**config.mk**
```make
export PLATFORM = sky130hd
export DESIGN_NAME = pipeline_execute_stage_forwarding
export DESIGN_NICKNAME = d
export VERILOG_FILES = /design/src/rtl/pesf_pkg.sv /design/src/rtl/pesf_fwd_unit.sv /design/src/rtl/pesf_alu.sv /design/src/rtl/pipeline_execute_stage_forwarding.sv
export SDC_FILE = /design/constraint.sdc
export NUM_CORES = 1
export LEC_CHECK = 0
export BUFFER_PORTS_ARGS = -buffer_cell sky130_fd_sc_hd__clkbuf_2
export CAP_MARGIN = 10
export CORE_MARGIN = 3
export CORE_UTILIZATION = 25
export DETAILED_ROUTE_END_ITERATION = 10
export SLEW_MARGIN = 10
export SYNTH_ARGS = -nofsm -noshare
export SYNTH_HDL_FRONTEND = slang
export SYNTH_SLANG_ARGS = --single-unit
```
**constraint.sdc**
```tcl
create_clock -name clock -period 4.7 [get_ports clock]
set_input_delay 0.94 -clock clock [delete_from_list [all_inputs] [get_ports clock]]
set_output_delay 0.94 -clock clock [all_outputs]
set_load 0.01 [all_outputs]
```
**src/rtl/pesf_pkg.sv**
```systemverilog
// Types and constants of the execute stage with forwarding.
`timescale 1ns / 1ps

package pesf_pkg;

   typedef logic signed [31:0] word_type;
   typedef logic [4:0]         reg_num_type;
   typedef logic [2:0]         alu_op_type;
   typedef logic [8:0]         ctrl_word_type;
   typedef logic [4:0]         ctrl_pass_type;

   localparam alu_op_type ALU_AND = 3'd0;
   localparam alu_op_type ALU_OR  = 3'd1;
   localparam alu_op_type ALU_ADD = 3'd2;
   localparam alu_op_type ALU_SUB = 3'd6;

   localparam int unsigned CtrlRegDstBit = 8;
   localparam int unsigned CtrlAluSrcBit = 5;
   localparam int unsigned CtrlPassW     = 5;

   localparam ctrl_word_type CTRL_NONE = 9'd0;

   // Forwarding sources: the EX/MEM latch and the older entry behind it.
   typedef struct packed {
      reg_num_type latch_dest;
      word_type    latch_result;
      reg_num_type older_dest;
      word_type    older_result;
   } fwd_state_type;

   // One decoded instruction as held in the input register.
   typedef struct packed {
      logic          bubble;
      ctrl_word_type ctrl_word;
      alu_op_type    alu_op;
      word_type      rs_value;
      word_type      rt_value;
      reg_num_type   rs_num;
      reg_num_type   rt_num;
      reg_num_type   rd_num;
      word_type      imm_ext;
   } req_item_type;

endpackage

```
**src/rtl/pesf_fwd_unit.sv**
```systemverilog
// Operand forwarding: picks latch, older entry or register file value per source.
`timescale 1ns / 1ps

module pesf_fwd_unit import pesf_pkg::*; (
   input  fwd_state_type fwd_state,
   input  reg_num_type   rs_num,
   input  reg_num_type   rt_num,
   input  word_type      rs_value,
   input  word_type      rt_value,
   output word_type      op_a,
   output word_type      op_b
);

   // The latch wins over the older entry when both match.
   always_comb begin
      if (rs_num == fwd_state.latch_dest) begin
         op_a = fwd_state.latch_result;
      end else if (rs_num == fwd_state.older_dest) begin
         op_a = fwd_state.older_result;
      end else begin
         op_a = rs_value;
      end
   end

   always_comb begin
      if (rt_num == fwd_state.latch_dest) begin
         op_b = fwd_state.latch_result;
      end else if (rt_num == fwd_state.older_dest) begin
         op_b = fwd_state.older_result;
      end else begin
         op_b = rt_value;
      end
   end

endmodule

```
**src/rtl/pesf_alu.sv**
```systemverilog
// ALU of the execute stage: and, or, add, sub; other codes keep the old result.
`timescale 1ns / 1ps

module pesf_alu import pesf_pkg::*; (
   input  alu_op_type alu_op,
   input  word_type   op_a,
   input  word_type   op_b,
   input  word_type   old_result,
   output word_type   result
);

   always_comb begin
      case (alu_op)
         ALU_AND: result = op_a & op_b;
         ALU_OR:  result = op_a | op_b;
         ALU_ADD: result = op_a + op_b;
         ALU_SUB: result = op_a - op_b;
         default: result = old_result;
      endcase
   end

endmodule

```
**src/rtl/pipeline_execute_stage_forwarding.sv**
```systemverilog
// Top level of the execute stage with operand forwarding.
// A request passes the input register, then the EX/MEM latch, which drives the result.
// Throughput: one request per cycle unless the result side stalls.
// A request is taken whenever the input register is empty or its request advances.
// Reset (synchronous, active high) clears both valid flags, the EX/MEM latch and
// the older forwarding entry to zero.
`timescale 1ns / 1ps

module pipeline_execute_stage_forwarding import pesf_pkg::*; (
   input  logic               clock,
   input  logic               reset,
   input  logic               req_valid,
   output logic               req_ready,
   input  logic               req_bubble,
   input  logic [8:0]         req_ctrl_word,
   input  logic [2:0]         req_alu_op,
   input  logic signed [31:0] req_rs_value,
   input  logic signed [31:0] req_rt_value,
   input  logic [4:0]         req_rs_num,
   input  logic [4:0]         req_rt_num,
   input  logic [4:0]         req_rd_num,
   input  logic signed [31:0] req_imm_ext,
   output logic               rsp_valid,
   input  logic               rsp_ready,
   output logic               rsp_valid_res,
   output logic signed [31:0] rsp_alu_result,
   output logic signed [31:0] rsp_store_data,
   output logic [4:0]         rsp_dest_num,
   output logic               rsp_dest_is_rd,
   output logic [4:0]         rsp_ctrl_out
);

   // Input register.
   req_item_type  item_ff;
   logic          item_valid_ff;

   // EX/MEM latch; it doubles as the result register.
   word_type      result_ff,   result_in;
   word_type      store_ff,    store_in;
   reg_num_type   dest_ff,     dest_in;
   logic          dest_sel_ff, dest_sel_in;
   ctrl_pass_type ctrl_ff,     ctrl_in;
   logic          exec_ff,     exec_in;
   logic          rsp_valid_ff;

   // Older forwarding entry.
   reg_num_type   older_dest_ff,   older_dest_in;
   word_type      older_result_ff, older_result_in;

   fwd_state_type fwd_state;
   word_type      op_a;
   word_type      op_b;
   word_type      op_b_sel;
   word_type      alu_out;
   logic          advance;
   logic          use_rd;
   logic          use_imm;

   // Advance the held request into the latch once the previous result is gone
   // or is being taken this cycle.
   assign advance   = item_valid_ff && (!rsp_valid_ff || rsp_ready);
   assign req_ready = !item_valid_ff || advance;

   always_ff @(posedge clock) begin
      if (reset) begin
         item_valid_ff <= 1'b0;
      end else if (req_ready) begin
         item_valid_ff <= req_valid;
      end
   end

   // Payload of the input register needs no reset.
   always_ff @(posedge clock) begin
      if (req_ready && req_valid) begin
         item_ff.bubble    <= req_bubble;
         item_ff.ctrl_word <= req_ctrl_word;
         item_ff.alu_op    <= req_alu_op;
         item_ff.rs_value  <= req_rs_value;
         item_ff.rt_value  <= req_rt_value;
         item_ff.rs_num    <= req_rs_num;
         item_ff.rt_num    <= req_rt_num;
         item_ff.rd_num    <= req_rd_num;
         item_ff.imm_ext   <= req_imm_ext;
      end
   end

   assign fwd_state.latch_dest   = dest_ff;
   assign fwd_state.latch_result = result_ff;
   assign fwd_state.older_dest   = older_dest_ff;
   assign fwd_state.older_result = older_result_ff;

   pesf_fwd_unit u_fwd (
      .fwd_state (fwd_state),
      .rs_num    (item_ff.rs_num),
      .rt_num    (item_ff.rt_num),
      .rs_value  (item_ff.rs_value),
      .rt_value  (item_ff.rt_value),
      .op_a      (op_a),
      .op_b      (op_b)
   );

   assign use_rd   = item_ff.ctrl_word[CtrlRegDstBit];
   assign use_imm  = item_ff.ctrl_word[CtrlAluSrcBit];
   // Store data is taken before the immediate replaces the second operand.
   assign op_b_sel = use_imm ? item_ff.imm_ext : op_b;

   pesf_alu u_alu (
      .alu_op     (item_ff.alu_op),
      .op_a       (op_a),
      .op_b       (op_b_sel),
      .old_result (result_ff),
      .result     (alu_out)
   );

   // Next latch and older entry for the request in the input register.
   always_comb begin
      result_in       = result_ff;
      store_in        = store_ff;
      dest_in         = dest_ff;
      dest_sel_in     = dest_sel_ff;
      ctrl_in         = ctrl_ff;
      exec_in         = exec_ff;
      older_dest_in   = older_dest_ff;
      older_result_in = older_result_ff;
      if (item_ff.bubble) begin
         // Bubble: drop the latch, hold the older entry.
         result_in   = '0;
         store_in    = '0;
         dest_in     = '0;
         dest_sel_in = 1'b0;
         ctrl_in     = '0;
         exec_in     = 1'b0;
      end else if (item_ff.ctrl_word == CTRL_NONE) begin
         // Empty control word: drop the latch and the older entry.
         result_in       = '0;
         store_in        = '0;
         dest_in         = '0;
         dest_sel_in     = 1'b0;
         ctrl_in         = '0;
         exec_in         = 1'b0;
         older_dest_in   = '0;
         older_result_in = '0;
      end else begin
         // Execute: shift the latch into the older entry, load the new values.
         older_dest_in   = dest_ff;
         older_result_in = result_ff;
         result_in       = alu_out;
         store_in        = op_b;
         dest_sel_in     = use_rd;
         dest_in         = use_rd ? item_ff.rd_num : item_ff.rt_num;
         ctrl_in         = item_ff.ctrl_word[CtrlPassW-1:0];
         exec_in         = 1'b1;
      end
   end

   always_ff @(posedge clock) begin
      if (reset) begin
         result_ff       <= '0;
         store_ff        <= '0;
         dest_ff         <= '0;
         dest_sel_ff     <= 1'b0;
         ctrl_ff         <= '0;
         exec_ff         <= 1'b0;
         older_dest_ff   <= '0;
         older_result_ff <= '0;
      end else if (advance) begin
         result_ff       <= result_in;
         store_ff        <= store_in;
         dest_ff         <= dest_in;
         dest_sel_ff     <= dest_sel_in;
         ctrl_ff         <= ctrl_in;
         exec_ff         <= exec_in;
         older_dest_ff   <= older_dest_in;
         older_result_ff <= older_result_in;
      end
   end

   // Every request gives one result, bubble or not.
   always_ff @(posedge clock) begin
      if (reset) begin
         rsp_valid_ff <= 1'b0;
      end else if (advance) begin
         rsp_valid_ff <= 1'b1;
      end else if (rsp_ready) begin
         rsp_valid_ff <= 1'b0;
      end
   end

   assign rsp_valid      = rsp_valid_ff;
   assign rsp_valid_res  = exec_ff;
   assign rsp_alu_result = result_ff;
   assign rsp_store_data = store_ff;
   assign rsp_dest_num   = dest_ff;
   assign rsp_dest_is_rd = dest_sel_ff;
   assign rsp_ctrl_out   = ctrl_ff;

endmodule

```
* After elaboration in Yosys (flattened, before gate mapping)
Index checks and enable logic that the tools add are counted.
W data, S select, Z words.
** Storage, ports and cells
- Logic and storage cells :: 66
- Register bits :: 239
** Operators by class
- Add/subtract/negate cells :: 2
- Bitwise operators :: 3
- Multiplexer cells :: 23
- Eq/ne operators :: 7
- Reductions and logical operators :: 12
** Operators by type and width (count)
- $mux W32 :: 10
- $pmux W32 S4 :: 1
- $add A32 B32 Y32 :: 1
- $and A32 B32 Y32 :: 1
- $or A32 B32 Y32 :: 1
- $sub A32 B32 Y32 :: 1
- $mux W5 :: 6
- $eq A5 B5 Y1 :: 4
- $logic_not A9 Y1 :: 1
- $mux W1 :: 6
- $reduce_bool A6 Y1 :: 1
- $reduce_and A2 Y1 :: 2
- $eq A3 B1 Y1 const B :: 1
- $eq A3 B2 Y1 const B :: 1
- $eq A3 B3 Y1 const B :: 1
- $logic_not A3 Y1 :: 1
- $logic_and A1 B1 Y1 :: 2
- $logic_not A1 Y1 :: 2
- $logic_or A1 B1 Y1 :: 2
- $reduce_bool A2 Y1 :: 1
- $not A1 Y1 :: 1

* Longest topological paths before layout
Gate-level depths: netlist of run 1.
- Depth in word-level cells :: 8
- Depth in mapped cells :: 26
- Depth with buffers taken out :: 24

* Cells and area by module
From an unflattened synthesis of run 1, not the netlist that was laid out.
** Unflattened totals
- Cell total of the unflattened synthesis :: 1494
- Area total of the unflattened synthesis :: 14368.8 um^2
** By module, submodules not included
- pipeline_execute_stage_forwarding :: cells an instance 623, area an instance 9087.5 um^2, instances 1
- pesf_alu :: cells an instance 535, area an instance 3331.9 um^2, instances 1
- pesf_fwd_unit :: cells an instance 336, area an instance 1949.4 um^2, instances 1

* Least setup slack after synthesis of run 1
No wires, ideal clock.
- Path type :: register to register
- Start :: register dest_ff[1] (netlist: rsp_dest_num[1])
- End :: register result_ff[29] (netlist: rsp_alu_result[29])
- Clock period less this slack :: 4716 ps
- Data arrival time :: 4584 ps
- Path slack :: -16 ps
- Stages on the path, launching flop included :: 27
- Buffers on the path :: 3
- Required time :: 4568 ps
- Cells stage by stage :: dfxtp_1 -> xnor2_1 -> nand3_2 -> or2_1 -> buf_4 -> buf_2 -> a41oi_1 -> inv_1 -> ha_1 -> and2_1 -> nand3_1 -> nor2_1 -> inv_1 -> o21ai_0 -> xor2_1 -> ha_1 -> clkbuf_1 -> and4_1 -> inv_1 -> a211oi_1 -> o211ai_1 -> a211o_1 -> o21ai_0 -> nor2_1 -> xnor2_1 -> o2111ai_1 -> a21oi_1
** On the way
- Word-level cells in the longest chain between the ends :: 7
** Ends and longest elaborated chain
- from (decl) :: RTL line pipeline_execute_stage_forwarding.sv:40 : reg_num_type dest_ff, dest_in;
- from (signal assigned) :: RTL line pipeline_execute_stage_forwarding.sv:169 : dest_ff <= dest_in;
- $eq A5 B5 Y1 :: RTL line pesf_fwd_unit.sv:26 : if (rt_num == fwd_state.latch_dest) begin
- $mux W32 :: RTL line pesf_fwd_unit.sv:26
- $mux W32 :: RTL line pipeline_execute_stage_forwarding.sv:105 : assign op_b_sel = use_imm ? item_ff.imm_ext : op_b;
- $sub A32 B32 Y32, or another cell as far along :: RTL line pesf_alu.sv:17 : ALU_SUB: result = op_a - op_b;
- $pmux W32 S4 (*) :: RTL line pesf_alu.sv:13 : case (alu_op)
- $mux W32 (*) :: RTL line pipeline_execute_stage_forwarding.sv:133 : end else if (item_ff.ctrl_word == CTRL_NONE) begin
- $mux W32 (*) :: RTL line pipeline_execute_stage_forwarding.sv:125 : if (item_ff.bubble) begin
- to (signal assigned) :: RTL line pipeline_execute_stage_forwarding.sv:167 : result_ff <= result_in;
- to (decl) :: RTL line pipeline_execute_stage_forwarding.sv:38 : word_type result_ff, result_in;
Mark *: on every way between the ends. The rest lies on a longest branch, timed or not.
A chain may end at the register's enable or synchronous reset.

* Final worst setup path of run 1
- Start :: register, netlist name item_ff[41]
- End :: register result_ff[28] (netlist: rsp_alu_result[28])
** On the way
- Word-level cells in the longest chain between the ends :: 8
** Ends and longest elaborated chain
- $eq A5 B5 Y1 :: RTL line pesf_fwd_unit.sv:28 : end else if (rt_num == fwd_state.older_dest) begin
- $mux W32 :: RTL line pesf_fwd_unit.sv:28
- $mux W32 (*) :: RTL line pesf_fwd_unit.sv:26
- $mux W32 (*) :: RTL line pipeline_execute_stage_forwarding.sv:105
- $sub A32 B32 Y32, or another cell as far along :: RTL line pesf_alu.sv:17
- $pmux W32 S4 (*) :: RTL line pesf_alu.sv:13
- $mux W32 (*) :: RTL line pipeline_execute_stage_forwarding.sv:133
- $mux W32 (*) :: RTL line pipeline_execute_stage_forwarding.sv:125
Marks and branches as above.

==> metrics, run 1 <==
status finished with violations; violated checks negative setup slack; Reg clk slew, reported paths 70 ps; Die H 233 um; Setup Crit Path Kind reg -> reg; Final Cycle Share 107%; Slew @ Worst Pin 1020 ps; post-synthesis cell type count 70; number of enable flip-flop cells after synthesis 124; share of post-route cells with drive strength above 1 36.3%; # rows 82; GRT Overall Usage 18.4%; clk_lat worst skew 570 ps; CTS Buffer Depth 3; Layout Skew 24.5 ps; detailed-route wire length 52700 um; Final TNS setup -1580 ps; Post-Synthesis Cells 1384; clock sink total 239; top cells by area, synth edfxtp_1, dfxtp_1, a21oi_1, nor2_1, mux2i_1; via count 12700; Data arrival, critical path 5460 ps; aggregate global routing overflow 0; Initial Utilization 25.5%; input/output buffers 205; pre-CTS setup slack -656 ps; H-tree lvl count 1; number of global-route vias before repair 12400; drt initial violations 1037; total power divided by cell area 335 mW/mm2; Avg Synthesized Cell Area 9.31 um2; RSZ-0062 raised after global routing yes; first-pass GRT wire length 76100 um; Top FF cell, synth edfxtp_1; Clock Tree Root clkbuf_16; first drt pass iteration count 5; Final ANT Viol Nets 0; Area growth, synth to finish 43.4%; HP Class reg -> reg; # diodes 0; Synthesized Nets 1547; CP required 5150 ps; # nets final 1954; peak supply drop 245 uV; RePlAce Congestion 0.947; Syn Std Cell Area 0.0129 mm2; Final Hold Fails 0; Startpoint Class register; Final Critical Period 5020 ps; Synth Register Bits 239; core area 0.0506 mm2; CTS Hold Bufs 0; initial antenna violation count 0; post-synth top area cell edfxtp_1; Die W 233 um; DR vias/cell 5.10; die area 0.0543 mm2; Lkg Pwr 7.65 nW; Worst setup EP type register; overall power 6.20 mW; FFs w/ async S/R, synth 0%; post-synth top area share 28.9%; CTS tree done; Final Max Slew Viols 0; # setup viols final 12; routed wire length per instance 21.2 um; max frequency 199 MHz; largest net degree at the start of global routing 68; Slew headroom 31.8%; drc violations 0; total CTS buffers 27; detailed-placement wirelength estimate 37900 um; fin util 36.5%; Worst Path Max Fanout 4; Area after DPL 0.0161 mm2; max cap viols 0; fin area 0.0185 mm2; final setup margin -316 ps; sequential fraction of the synthesis area 46.7%; YS warnings 0; Top-Level Pins 206
[cell families after synthesis]
kind of cell	Yosys count	synth area share [%]
AOI/OAI and AO/OA	401	19.7
xor gates and xnor gates	70	4.76
adders and majority gates	56	5.09
buffers and inverters	111	3.52
DFF	239	46.7
muxes	52	4.07
and+or+nand+nor	455	16.2
[placed cells by master (no fill, tap or decap), types with 39 or more instances in the layout]
cell      instances
dfxtp_1         115
mux2i_1          47
edfxtp_1        124
a21oi_1         132
a22oi_1          39
clkbuf_2        204
nand2_1         116
nor2_1          140
nand3_1          66
buf_4           234
[final cells by class]
class | count | area (um2)
clock inverter | 19 | 251
tap | 672 | 841
inverter | 20 | 75.1
clock buffer | 30 | 697
multi-input combinational | 1034 | 7350
timing repair buffer | 469 | 3240
fill | 4987 | 32100
sequential | 239 | 6030
[worst paths after layout]
kind | slack (ps) | from | end | depth (start not counted)
setup / recovery | -320 | item_ff[41] | rsp_alu_result[28] | 23
hold / removal | 460 | rsp_valid_res | rsp_valid_res | 2
setup reg to reg | -320 | item_ff[41] | rsp_alu_result[28] | 23
hold reg to reg | 460 | rsp_valid_res | rsp_valid_res | 2
[routing by layer]
metal	GRT usage, %	vias to the layer above	routed length [um]
met4	7.62	0	2210
met2	28.4	574	23500
met5	0	-	0
met3	4.17	117	4290
met1	24.7	6089	22700
li1	-	5885	-
[flip-flops by register name, indices dropped and copies added, names as in the netlist]
| name | cells |
|---|---|
| item_valid_ff | 1 |
| rsp_dest_num | 5 |
| rsp_valid | 1 |
| item_ff | 124 |
| older_dest_ff | 5 |
| rsp_alu_result | 32 |
| rsp_store_data | 32 |
| rsp_ctrl_out | 5 |
| rsp_valid_res | 1 |
| rsp_dest_is_rd | 1 |
| older_result_ff | 32 |
[through the flow]
stage / hold WS (ps) / std cells
detailed placement: 454 / 2390
global route: 494 / 2483
CTS: 467 / 2460
finish: 464 / 2483
floorplan: 444 / 1384
global placement: 444 / 2390
[worst max-delay path, cell delays in order (launching register included)]
cell and delay, ps:
edfxtp_1 460, xnor2_2 290, and3_4 300, buf_6 130, buf_4 100, a21boi_2 70
a211oi_2 320, o31ai_4 90, or3b_4 410, or3_4 420, o21ai_2 140, xnor2_1 140
ha_1 280, a21o_1 230, a21oi_4 150, o21ai_2 100, o21a_1 200, o21a_1 190
a21oi_2 180, a31oi_4 150, o21ai_1 160, nor2_1 70, nor3_2 260, o21ai_1 80
[timing repair]
action | 4_1_cts | 5_1_grt
buffers inserted | 22 | 22
pin swaps | 47 | 76
hold endpoints to repair | 0 | 0
resized for setup | 101 | 113
gates cloned | 1 | 1
setup endpoints to repair | 20 | 21
[report_power, final]
part / internal, mW / total (mW) / switching [mW]
clock: 1.35 / 2.30 / 0.945
sequential: 2.29 / 2.37 / 0.0735
combinational: 0.701 / 1.53 / 0.831
[Yosys cell counts (8+ instances only)]
cell and instances:
nor3_1 37, inv_1 20, nor2_1 151, a21o_1 18, nand2b_1 16, and2_1 10, a21oi_1 141, clkbuf_1 68
dfxtp_1 115, o41ai_1 9, a22oi_1 41, xnor2_1 42, nand3_1 71, maj3_1 21, o21ai_0 57, xor2_1 28
ha_1 34, a31oi_1 31, o211ai_1 12, edfxtp_1 124, o21ai_1 25, a211oi_1 8, nor2b_1 9, buf_1 10
nand2_1 120, buf_2 9, mux2i_1 49
No activity file was read; power rests on OpenSTA's default activity.
==> run 2: changes to the inputs <==
- SYNTH_HIERARCHICAL: unset -> 1
==> run 2 against run 1 <==
  * The flow still finishes with violations (negative setup slack)
  * Clock power about the same
  * Setup slack worse by 510 ps
  * Die area up 11%
  * Combinational power up 21%
  * Critical path type unchanged
  * Highest routed layer unchanged
==> metrics, run 2 <==
met3 Resource Use GR 2.77%; most numerous cell in the Yosys netlist edfxtp_1; routed wire length per instance 21.4 um; total CTS buffers 30; Final Hold Fails 0; final setup margin -831 ps; peak supply drop 236 uV; Reg clk slew, reported paths 60 ps; grt met1 use 23.6%; Commonest cells post-synth edfxtp_1, dfxtp_1, a21oi_1; Final Critical Period 5530 ps; core area 0.0566 mm2; FF/Latch Area 0.00603 mm2; Slew @ Worst Pin 1060 ps; Lkg Pwr 7.30 nW; Die H 246 um; CTS Buffer Depth 3; commonest non-fill, non-tap cell in the layout buf_4; CP startpoint item_ff[41]; clk_lat worst skew 570 ps; Data arrival, critical path 6000 ps; GRT Overall Usage 18.1%; Area after DPL 0.0174 mm2; post-synthesis cell type count 74; Avg Synthesized Cell Area 9.62 um2; Startpoint Class register; clock sink total 239; initial antenna violation count 0; fillers 5855; post-synth top area cell edfxtp_1; # nets final 2028; max reg flops 124; commonest cells after routing, fill and taps aside buf_4, clkbuf_2, edfxtp_1; Setup Crit Path Kind reg -> reg; FFs w/ async S/R, synth 0%; area of the multi-input gates 0.00797 mm2; Initial Utilization 25.4%; top cells by area, synth edfxtp_1, dfxtp_1, a32o_1, a21oi_1, o32ai_2; post-synth top area share 25.9%; CP required 5160 ps; Layout Skew 14.8 ps; status finished with violations; Worst Path Max Fanout 5; Top FF cell, synth edfxtp_1; DR vias/cell 5.26; Worst R2R Path Depth 25; RSZ-0062 raised after global routing yes; Final Cycle Share 118%; Syn Std Cell Area 0.0144 mm2; Worst Setup EP rsp_alu_result[30]; RePlAce Congestion 0.899; Post-Synthesis Cells 1494; # setup viols final 25; Worst setup EP type register; fin area 0.0193 mm2; Area growth, synth to finish 34.4%; # rows 87; drc violations 0; fin util 34.1%; HP Class reg -> reg; Synthesized Nets 1657; Top-Level Pins 206; aggregate global routing overflow 0; Synth Register Bits 239; Die W 246 um; Final Max Slew Viols 0; violated checks negative setup slack; drt initial violations 977; number of enable flip-flop cells after synthesis 124; met2 usage 31.0%; max cap viols 0; input/output buffers 205; first drt pass iteration count 5; first-pass GRT wire length 85300 um; Clock Tree Root clkbuf_16; YS warnings 6; FF-to-FF End rsp_alu_result[30]; share of post-route cells with drive strength above 1 37.6%; number of global-route vias before repair 13700; detailed-placement wirelength estimate 39900 um; detailed-route wire length 56700 um; total power divided by cell area 335 mW/mm2; GR peak layer met2; Final ANT Viol Nets 0; die area 0.0604 mm2; Largest Register item_ff; r2r setup slk -830 ps; CTS tree done; via count 13900; largest net degree at the start of global routing 125; max frequency 181 MHz; sequential fraction of the synthesis area 41.9%; Slew headroom 29.0%; worst reg2reg startpoint item_ff[41]; H-tree lvl count 1
==> run 2: repair_timing <==
item / in CTS / in global routing
hold buffers: 0 / 0
endpoints found under the setup margin: 26 / 27
hold endpoints to repair: 0 / 0
setup buffers: 34 / 6
gates resized for setup: 116 / 22
pin swaps: 78 / 29
gates cloned: 1 / 0
==> run 2: cell families (layout without fill, tap and decap cells) <==
| kind of cell | after synthesis | count (layout) | share of synthesized area [%] |
|---|---|---|---|
| multiplexers | 43 | 43 | 3.33 |
| flip-flops | 239 | 239 | 41.9 |
| other | 0 | 1 | 0 |
| AO/OA/AOI/OAI | 469 | 469 | 23.7 |
| AND/OR/NAND/NOR | 435 | 435 | 16.2 |
| buffers and inverters | 188 | 583 | 6.49 |
| adder cells (fa/ha/maj) | 42 | 42 | 3.59 |
| XOR/XNOR | 78 | 78 | 4.81 |
==> run 2: worst min path at each step <==
| stage | startpoint | cells after the start | slack (ps) | end |
|---|---|---|---|---|
| finish | rsp_store_data[17] | 1 | 470 | rsp_store_data[17] |
| CTS | rsp_store_data[19] | 1 | 470 | rsp_store_data[19] |
| global route | rsp_store_data[4] | 1 | 480 | rsp_store_data[4] |
| global placement | rsp_store_data[25] | 1 | 450 | rsp_store_data[25] |
| floorplan | older_result_ff[0] | 2 | 470 | older_result_ff[0] |
| detailed placement | rsp_store_data[19] | 1 | 460 | rsp_store_data[19] |
==> run 2: final cells by class <==
| type | instances | share of cell area [%] |
|---|---|---|
| diodes | 1 | 0.0130 |
| clock buffers | 40 | 4.46 |
| clock inverters | 16 | 0.590 |
| inverters | 51 | 1.02 |
| multi-input cells | 1067 | 41.3 |
| flip-flops and latches | 239 | 31.2 |
| well taps | 756 | 4.90 |
| repair buffers | 476 | 16.5 |
==> run 2: layer usage <==
metal | part of all wire [%] | vias up
met3 | 5.7 | 105
met5 | 0 | -
met2 | 49 | 510
met4 | 2.5 | 0
met1 | 43 | 6879
li1 | - | 6425
==> run 2: report_power, final <==
part	internal, mW	total, mW	switching (mW)	leakage [nW]
registers	2.29	2.35	0.0560	2.14
clock network	1.34	2.28	0.939	0.472
logic	0.866	1.85	0.983	4.69
==> run 2: per-stage QoR <==
step / worst slack (ps) / cells / hold WS, ps / setup TNS, ps / total power [mW]
global placement: -1110 / 2551 / 452 / -14110 / 3.98
floorplan: -652 / 1494 / 466 / -3870 / 3.30
CTS: -844 / 2639 / 470 / -10940 / 6.47
detailed placement: -1100 / 2551 / 457 / -15000 / 3.98
finish: -831 / 2646 / 467 / -11510 / 6.47
global route: -1110 / 2645 / 477 / -18190 / 6.78
==> run 2: critical path, stage by stage (launching register included) <==
cell and delay (ps):
edfxtp_1 440, xnor2_2 210, nand3_2 130, buf_6 170, buf_16 130, o21ai_2 120, a31oi_1 130, mux2_4 320
nor4_4 320, nand2_2 140, buf_6 140, or4b_4 580, nor3_4 220, nand3b_1 190, o21ai_2 160, xor2_1 190
ha_1 310, a21o_1 210, a21oi_2 160, o21ai_1 70, a21o_1 170, a221oi_2 260, xor2_1 180, o21ai_1 70
nor2b_1 140, a32o_1 250
